[src/rtl/multi_key_substring_matcher_defines.svh]
// ----------------------------------------------------------------------------
// Assertion macros for the multi-key substring matcher.
// ----------------------------------------------------------------------------
`ifndef MULTI_KEY_SUBSTRING_MATCHER_DEFINES_SVH
`define MULTI_KEY_SUBSTRING_MATCHER_DEFINES_SVH
// Checks that the consequent holds whenever the antecedent holds.
`define MKSM_ASSERT_IMP(label, clk, rst, ante, cons, msg) \
   label: assert property (@(posedge clk) disable iff (rst) (ante) |-> (cons)) \
      else $error(msg);
// Checks that the consequent holds in the cycle after the antecedent.
`define MKSM_ASSERT_NEXT(label, clk, rst, ante, cons, msg) \
   label: assert property (@(posedge clk) disable iff (rst) (ante) |=> (cons)) \
      else $error(msg);
`endif

[src/rtl/mksm_pkg.sv]
// ----------------------------------------------------------------------------
// mksm_pkg
// Shared constants and types of the multi-key substring matcher.
// ----------------------------------------------------------------------------
package mksm_pkg;
   localparam int NUM_KEYS    = 64;
   localparam int MAX_KEY_LEN = 65;
   localparam int CNT_W       = $clog2(NUM_KEYS + 1);
   localparam int LEN_W       = $clog2(MAX_KEY_LEN + 2);
   localparam int SLOT_W      = (NUM_KEYS > 1) ? $clog2(NUM_KEYS) : 1;
   localparam int POS_W       = (MAX_KEY_LEN > 1) ? $clog2(MAX_KEY_LEN) : 1;

   localparam logic OP_LOAD = 1'b0;
   localparam logic OP_SCAN = 1'b1;

   typedef enum logic [2:0] {
      RC_STORED   = 3'd0,
      RC_TOO_LONG = 3'd1,
      RC_FULL     = 3'd2,
      RC_NO_MATCH = 3'd3,
      RC_MATCHED  = 3'd4
   } result_code_type;

   // Control word broadcast along the row of key cells.
   typedef struct packed {
      logic              wr_en;
      logic [SLOT_W-1:0] wr_slot;
      logic [POS_W-1:0]  wr_pos;
      logic [7:0]        wr_byte;
      logic              commit;
      logic [LEN_W-1:0]  commit_len;
      logic              scan_en;
      logic [7:0]        scan_byte;
      logic              clear;
   } cell_ctrl_type;
endpackage

[src/rtl/mksm_key_cell.sv]
// ----------------------------------------------------------------------------
// mksm_key_cell
// One key slot: holds its key bytes and length and tracks prefix progress.
// ----------------------------------------------------------------------------
module mksm_key_cell import mksm_pkg::*; (
   input  logic              clock,
   input  logic              reset,
   input  logic [SLOT_W-1:0] slot_id,
   input  cell_ctrl_type     ctrl,
   input  logic              match_in,
   output logic              match_out,
   output logic              empty_key
);
   logic [7:0]             key_ff [MAX_KEY_LEN];
   logic [LEN_W-1:0]       len_ff;
   logic                   used_ff;
   logic [MAX_KEY_LEN-1:0] prog_ff, prog_in, prog_base;
   logic                   hit_ff, hit_in;
   logic                   mine;

   assign mine = (ctrl.wr_slot == slot_id);

   always_ff @(posedge clock) begin
      if (ctrl.wr_en && mine) begin
         key_ff[ctrl.wr_pos] <= ctrl.wr_byte;
      end
      if (ctrl.commit && mine) begin
         len_ff <= ctrl.commit_len;
      end
   end

   always_comb begin
      prog_base = ctrl.clear ? '0 : prog_ff;
      prog_in   = prog_base;
      hit_in    = ctrl.clear ? 1'b0 : hit_ff;
      if (ctrl.scan_en && used_ff && len_ff != '0) begin
         for (int j = 0; j < MAX_KEY_LEN; j++) begin
            if (j < int'(len_ff)) begin
               if (j == 0) begin
                  prog_in[j] = (key_ff[j] == ctrl.scan_byte);
               end else begin
                  prog_in[j] = prog_base[j-1] && (key_ff[j] == ctrl.scan_byte);
               end
            end
         end
         if (prog_in[POS_W'(len_ff - LEN_W'(1))]) begin
            hit_in = 1'b1;
         end
      end
   end

   always_ff @(posedge clock) begin
      if (reset) begin
         used_ff <= 1'b0;
         prog_ff <= '0;
         hit_ff  <= 1'b0;
      end else begin
         if (ctrl.commit && mine) begin
            used_ff <= 1'b1;
         end
         prog_ff <= prog_in;
         hit_ff  <= hit_in;
      end
   end

   assign match_out = match_in | hit_in;
   assign empty_key = used_ff && (len_ff == '0);
endmodule

[config.mk]
export PLATFORM = sky130hd
export DESIGN_NAME = mksm_key_cell
export DESIGN_NICKNAME = d
export VERILOG_FILES = /design/src/rtl/multi_key_substring_matcher_defines.svh /design/src/rtl/mksm_pkg.sv /design/src/rtl/mksm_key_cell.sv
export SDC_FILE = /design/constraint.sdc
export NUM_CORES = 1
export LEC_CHECK = 0
export ABC_AREA = 1
export BUFFER_PORTS_ARGS = -buffer_cell sky130_fd_sc_hd__buf_2
export CELL_PAD_IN_SITES_DETAIL_PLACEMENT = 1
export CELL_PAD_IN_SITES_GLOBAL_PLACEMENT = 2
export CORE_MARGIN = 2
export CORE_UTILIZATION = 41
export CTS_CLUSTER_SIZE = 16
export DETAILED_ROUTE_END_ITERATION = 8
export HOLD_SLACK_MARGIN = 0.1
export PLACE_DENSITY_LB_ADDON = 0.25
export SLEW_MARGIN = 40
export SYNTH_ARGS = -nofsm -noshare
export SYNTH_HDL_FRONTEND = slang
export SYNTH_SLANG_ARGS = --single-unit
[constraint.sdc]
create_clock -name clock -period 4.4 [get_ports clock]
set_input_delay 1.1 -clock clock [delete_from_list [all_inputs] [get_ports clock]]
set_output_delay 1.1 -clock clock [all_outputs]
set_load 0.01 [all_outputs]
==> results of run 1 <==
registers in the layout (all words and copies together) (netlist names):
register  flops
used_ff       1
key_ff      520
hit_ff        1
prog_ff      65
len_ff        7
repair_timing:
action | 4_1_cts | 5_1_grt
endpoints found under the setup margin | 1 | 1
buffers inserted | 34 | 34
endpoints found under the hold margin | 0 | 0
gates resized for setup | 159 | 188
pin swaps | 31 | 110
cloned | 9 | 5
cell families (layout without fill, tap and decap cells):
kind of cell    Yosys count  after routing  share of synthesized area
simple gates           1551           1551                     0.2219
flops                   594            594                     0.5948
buf+inv                 425            799                    0.06208
compound gates          311            311                    0.05757
xor+xnor                207            207                    0.06281
fa+ha+maj                 2              2                  0.0008669
through the flow:
step	worst slack (ps)	total power, W	cells
after global routing	-179.3	0.01313	4404
after detailed placement	-329.3	0.007177	4199
after global placement	-341.2	0.007156	4199
after CTS	-10.46	0.01280	4366
after floorplan	602.4	0.006648	3090
final	-30.97	0.01284	4404
power groups by stage:
stage,Combinational [W],Clock (W),Sequential (W)
floorplan,0.000391,0,0.00626
global placement,0.000900,0,0.00626
detailed placement,0.000921,0,0.00626
CTS,0.00104,0.00562,0.00614
global route,0.00117,0.00583,0.00613
finish,0.00113,0.00557,0.00614
cell type report:
class	count	share of cell area
flip-flops and latches	594	0.4722
inverters	293	0.03266
clock inverters	27	0.004921
repair buffers	382	0.1109
multi-input cells	2071	0.2935
clock buffers	97	0.05355
well taps	940	0.03235
path summary, 6_finish.rpt:
path | endpoint | from | slack [ps] | cells past startpoint
worst max-delay path | match_out | len_ff[0]$_DFFE_PP_ | -30 | 18
worst min-delay path | hit_ff$_SDFF_PP0_ | hit_ff$_SDFF_PP0_ | 500 | 2
worst max register to register | prog_ff[41]$_SDFF_PP0_ | len_ff[2]$_DFFE_PP_ | 1450 | 11
worst min register to register | hit_ff$_SDFF_PP0_ | hit_ff$_SDFF_PP0_ | 500 | 2
synthesized netlist by cell type (31+ instances only):
library cell	number	area (µm²)
nor2_1	440	1652
edfxtp_1	527	15830
a21oi_1	118	590.6
nand3_1	229	1146
xor2_1	37	324.1
nand4_1	32	200.2
buf_2	68	340.3
xnor2_1	170	1489
or2_2	35	219.0
o21ai_0	138	690.7
dfxtp_1	67	1341
nand2_1	764	2868
clkbuf_1	31	116.4
inv_1	283	1062
per-layer routing:
metal	vias up	global-route usage	wire length, µm	share of wire
met4	2	0.1224	4689	0.039
met3	236	0.04586	8230	0.068
met5	-	0	14	0.00012
met2	979	0.5429	58300	0.49
met1	12460	0.4154	48960	0.41
li1	10850	-	-	-
worst max-delay path, delay by kind of cell, from the launching register on:
kind / cells / cell delay [ps]
AND/OR/NAND/NOR: 14 / 1320
flip-flops: 1 / 500
buffers and inverters: 3 / 460
AO/OA/AOI/OAI: 1 / 420
==> run metrics, run 1 <==
status=finished with violations; violated checks=setup timing; share of cells above drive strength 1=0.2012; P_leak=14.21 nW; Worst Hold Class=flip-flop to flip-flop; DIE AREA=72540 µm²; sink count of the clock tree=594; Internal Dissipation=0.009740 W; aggregate global routing overflow=0; CTS tree=yes; number of enable flip-flop cells after synthesis=527; Clock Skew=22.47 ps; placeable core area=69910 µm²; hold_ws=504.1 ps; total via count after detailed routing=24530; total placed instance area=32040 µm²; combinational cell fraction of total power=0.088; total wire length=120.2 mm; Max FO, Critical Path=5; cell count after synthesis=3090; flip-flop and latch count after synthesis=594; all-layer global routing usage=0.3201; H-tree depth=3; port bufs=50; number of buffers added to fix hold violations after cts=0; slowest library cell on the worst path=edfxtp_1; CP Data Required Time=3300 ps; detail-routed net length per standard cell=27.29 µm; Root Buffer=clkbuf_16; dominant synthesized flop cell=edfxtp_1; final weighted congestion in routability-driven placement=0.9190; signed area change from the synthesized netlist to the final layout=25.96%; setup total negative slack=-30.97 ps; RSZ-0062 raised after global routing=true; Final Worst Setup Slack=-30.97 ps; maximum clock frequency=225.7 MHz; per-cell via count in the routed design=5.569; number of nets in the synthesized netlist=3141; clock-pin transition on the worst setup and hold timing paths=60 ps; maximum vdd ir drop=0.0002708 V; worst endpoint data arrival time=3330 ps; fin util=0.5201; Critical Path Most Common Cell=nand2_1; total net switching power=0.003098 W; Hold Violations, Final=0; Max Transition Viols Final=0; clock latency on the worst-skew pair=620 ps; first-pass GRT wire length=169.6 mm; initial drt markers=2372; share of power burned in registers=0.478; DIE WIDTH=269.3 µm; initial antenna violation count=3; share of the yosys chip area belonging to registers=0.5948; cts bufs inserted=69; worst path cell trace=buf_4 > buf_6 > nand2_1 > nand2_4 > o21ai_1 > nand3_1 > nand3_1 > nand3_1 > nand2_2 > nand3_2 > nand3_2 > nand3_2 > nand2_1 > nand2_1 > nand2_1 > nand2_2 > nand3b_1 > buf_2; Antenna Nets Post-Route=0; element type at the critical path end=output port; first-pass detailed-route iteration total=5; count of distinct cell types in the synthesized netlist=39; largest net degree at the start of global routing=72; switching share of total power=0.2413; Crit Path Class=flip-flop to output port; max incr delay on CP=500 ps; IO Count=51; most common cell after layout, fill and taps aside=nand2_1; Post-Layout Inst Area=36360 µm²; commonest non-fill, non-tap cells in the layout=nand2_1 (715), edfxtp_1 (527), nor2_1 (395); synthesized area divided by synthesized cell count=9.341 µm²; portion of the clock cycle consumed by the worst path in the final layout=1.007; std cell rows=97; net count of the finished layout=3462; max_slew headroom=0.4430; storage element area=17170 µm²; number of buffers on the longest clock path=3; post-detail-place hpwl=73.44 mm; clock share of power=0.434; number of endpoints failing setup at the final stage=1; Syn. warnings=0; initial core utilization=0.4129; number of maximum-capacitance violations=0; fraction of registers with async set or reset after synthesis=0; count of antenna diodes in the layout=0; shortest clock period the worst path allows after layout=4431 ps; area of the multi-input gates=10670 µm²; power per standard cell area=353.1 nW/µm²; cell area after synthesis=28860 µm²; number of DRC violations after detailed routing=0; startpoint class of the critical path=flip-flop; measured slew at the worst slew-check pin=835.5 ps; floorplan die height=269.3 µm; vias in the first global route=25200; Layout fillers=7818
(Power assumes the default switching activity.)
==> run 2: changes to the inputs <==
--- a/config.mk
+++ b/config.mk
@@ -10,7 +10,7 @@
 export CELL_PAD_IN_SITES_DETAIL_PLACEMENT = 1
 export CELL_PAD_IN_SITES_GLOBAL_PLACEMENT = 2
 export CORE_MARGIN = 2
-export CORE_UTILIZATION = 41
+export CORE_UTILIZATION = 37
 export CTS_CLUSTER_SIZE = 16
 export DETAILED_ROUTE_END_ITERATION = 8
 export HOLD_SLACK_MARGIN = 0.1
==> constraint.sdc (replaced) <==
create_clock -name clock -period 3.66 [get_ports clock]
set_input_delay 0.915 -clock clock [delete_from_list [all_inputs] [get_ports clock]]
set_output_delay 0.915 -clock clock [all_outputs]
set_load 0.01 [all_outputs]
==> run 2 against run 1 <==
  * The run still ends with setup timing left
  * Worst hold slack improved by 19 ps
  * Global-route usage fell by 4.4 points
  * Clock power rose by 33%
  * Critical path depth did not move
  * Power rose by 24%
  * Via count fell by 1.8%
  * Design area rose by 0.20%
  * Sequential share of layout area fell by 0.094 points
  * Die area rose by 11%
  * First-iteration DRC count fell by 29%
  * Non-clock buffer count rose by 80
  * Worst setup slack got worse by 480 ps
  * Critical endpoint unchanged
==> run metrics, run 2 (synthesis results as in run 1) <==
element type at the critical path end=output port; Layout fillers=8799 (+13%); initial antenna violation count=4 (+1); violated checks=setup timing; total via count after detailed routing=24090 (-1.8%); number of buffers on the longest clock path=3 (unchanged); Max FO, Critical Path=4 (-1); measured slew at the worst slew-check pin=818.9 ps (-16.54 ps); maximum vdd ir drop=0.0004031 V (+49%); maximum clock frequency=239.6 MHz; storage element area=17170 µm² (unchanged); register with the highest flop count=key_ff; Root Buffer=clkbuf_16; Layout Cells excl Fill=4592 (+4.3%); Max Transition Viols Final=0 (unchanged); total wire length=111.3 mm (-7.4%); Final Worst Setup Slack=-514.4 ps (-483.4 ps); largest net degree at the start of global routing=72 (unchanged); detail-routed net length per standard cell=24.23 µm (-11%); startpoint of the most critical hold path=hit_ff$_SDFF_PP0_; first-pass GRT wire length=163.8 mm (-3.4%); most common cell after layout, fill and taps aside=nand2_1; Post-Layout Inst Area=36430 µm² (+0.20%); max FFs per register=520 (unchanged); std cell rows=102 (+5.2%); CTS tree=yes; clock latency on the worst-skew pair=630 ps (about the same); commonest non-fill, non-tap cells in the layout=nand2_1 (748), edfxtp_1 (527), nor2_1 (425); number of DRC violations after detailed routing=0 (unchanged); cts bufs inserted=71 (+2.9%); initial drt markers=1688 (-29%); max incr delay on CP=500 ps (about the same); worst path cell trace=buf_4 > a21oi_4 > inv_2 > buf_4 > o21ai_2 > nand3_1 > a21oi_1 > nor2_1 > nand2_1 > nand3_2 > nand3_4 > nand3_2 > nand2_1 > nand2_1 > nand2_1 > nand2_2 > nand3b_1 > buf_2; shortest clock period the worst path allows after layout=4174 ps; first-pass detailed-route iteration total=5 (unchanged); RSZ-0062 raised after global routing=true; portion of the clock cycle consumed by the worst path in the final layout=1.141; IO Count=51 (unchanged); status=finished with violations; CP top delay family=simple AND/OR/NAND/NOR gates; Clock Skew=22.63 ps (+0.1602 ps); CP bufs+invs=4 (+1); number of cells in the design after placement=4435 (+5.6%); area of the multi-input gates=10310 µm² (-3.4%); clock-pin transition on the worst setup and hold timing paths=60 ps (about the same); fin util=0.4710 (-0.04904); signed area change from the synthesized netlist to the final layout=26.21%; placeable core area=77340 µm² (+11%); worst reg2reg path startpoint=len_ff[3]$_DFFE_PP_; power per standard cell area=436.9 nW/µm² (+24%); P_leak=14.48 nW (+1.9%); pre-CTS setup slack=-693.6 ps (-364.3 ps); vias in the first global route=25290 (+0.35%); share of cells above drive strength 1=0.1991 (-0.002114); startpoint class of the critical path=flip-flop; Crit Path Class=flip-flop to output port; DIE WIDTH=283.3 µm (+5.2%); post-detail-place hpwl=73.02 mm (-0.58%); slowest library cell on the worst path=edfxtp_1; launching instance or port of the critical path=len_ff[5]$_DFFE_PP_; net count of the finished layout=3544 (+2.4%); port bufs=50 (unchanged); biggest registers after layout=key_ff (520), prog_ff (65), len_ff (7); H-tree depth=3 (unchanged); Critical Path Most Common Cell=nand2_1; initial core utilization=0.3732 (-0.03968); Worst Hold Class=flip-flop to flip-flop; DIE AREA=80260 µm² (+11%); aggregate global routing overflow=0 (unchanged); max_slew headroom=0.4541 (+0.01103); number of endpoints failing setup at the final stage=1 (unchanged); all-layer global routing usage=0.2760 (-0.04408); number of buffers added to fix hold violations after cts=0 (unchanged); hold_ws=523.0 ps (+18.89 ps); sink count of the clock tree=594 (unchanged); total placed instance area=33360 µm² (+4.1%); per-cell via count in the routed design=5.246 (-5.8%); CP Data Required Time=2740 ps (-560 ps); Antenna Nets Post-Route=0 (unchanged); Hold Violations, Final=0 (unchanged); worst endpoint data arrival time=3260 ps (-70 ps); floorplan die height=283.3 µm (+5.2%); number of maximum-capacitance violations=0 (unchanged); final weighted congestion in routability-driven placement=0.8754 (-4.7%)
==> run 2: per-layer routing <==
layer / global-route usage / part of all wire
met2: 0.4733 / 0.49
met5: 0 / 0
met1: 0.3609 / 0.43
met4: 0.09418 / 0.031
met3: 0.03406 / 0.052
==> run 2: stage by stage <==
stage                     TNS [ps]  total power, W
after CTS                   -532.8         0.01603
after detailed placement    -693.6        0.008646
after global placement      -672.2        0.008620
after floorplan                  0        0.007992
after global routing        -595.7         0.01635
final                       -514.4         0.01591
==> run 2: worst reg2reg max path, cell delays in order (launching register included) <==
cell and delay (ps):
edfxtp_1 560, buf_6 200, nor2_1 140, inv_1 120
buf_4 150, nor2_2 140, nand2_1 160, nand3_4 110
buf_6 590, a21oi_1 330, nand2_1 140, inv_1 40
==> run 2: what timing repair did <==
item                                    in CTS  in global routing
hold endpoints to repair                     0                  0
pin swaps                                   33                 15
gates resized for setup                    108                 23
setup buffers                               21                  5
endpoints found under the setup margin       1                  2
==> run 2: layout make-up <==
| cell class | count | area share |
|---|---|---|
| antenna | 1 | 0.00006869 |
| clock buffer | 98 | 0.05585 |
| clock inverter | 33 | 0.01013 |
| inverter | 293 | 0.03057 |
| multi-input combinational | 2071 | 0.2829 |
| sequential | 594 | 0.4712 |
| tap | 1040 | 0.03572 |
| timing repair buffer | 462 | 0.1135 |
==> run 2: final timing paths <==
kind | cells after the start | slack, ps | endpoint
setup / recovery | 18 | -510 | match_out
hold reg to reg | 2 | 520 | hit_ff$_SDFF_PP0_
hold / removal | 2 | 520 | hit_ff$_SDFF_PP0_
setup reg to reg | 11 | 870 | prog_ff[31]$_SDFF_PP0_
==> run 2: power breakdown <==
part           total [W]  switching, W  internal (W)  leakage, nW
combinational    0.00114      0.000753      0.000392         8.02
clock            0.00739       0.00294       0.00445         1.19
sequential       0.00738    0.00000455       0.00738         5.27
total             0.0159       0.00370        0.0122         14.5
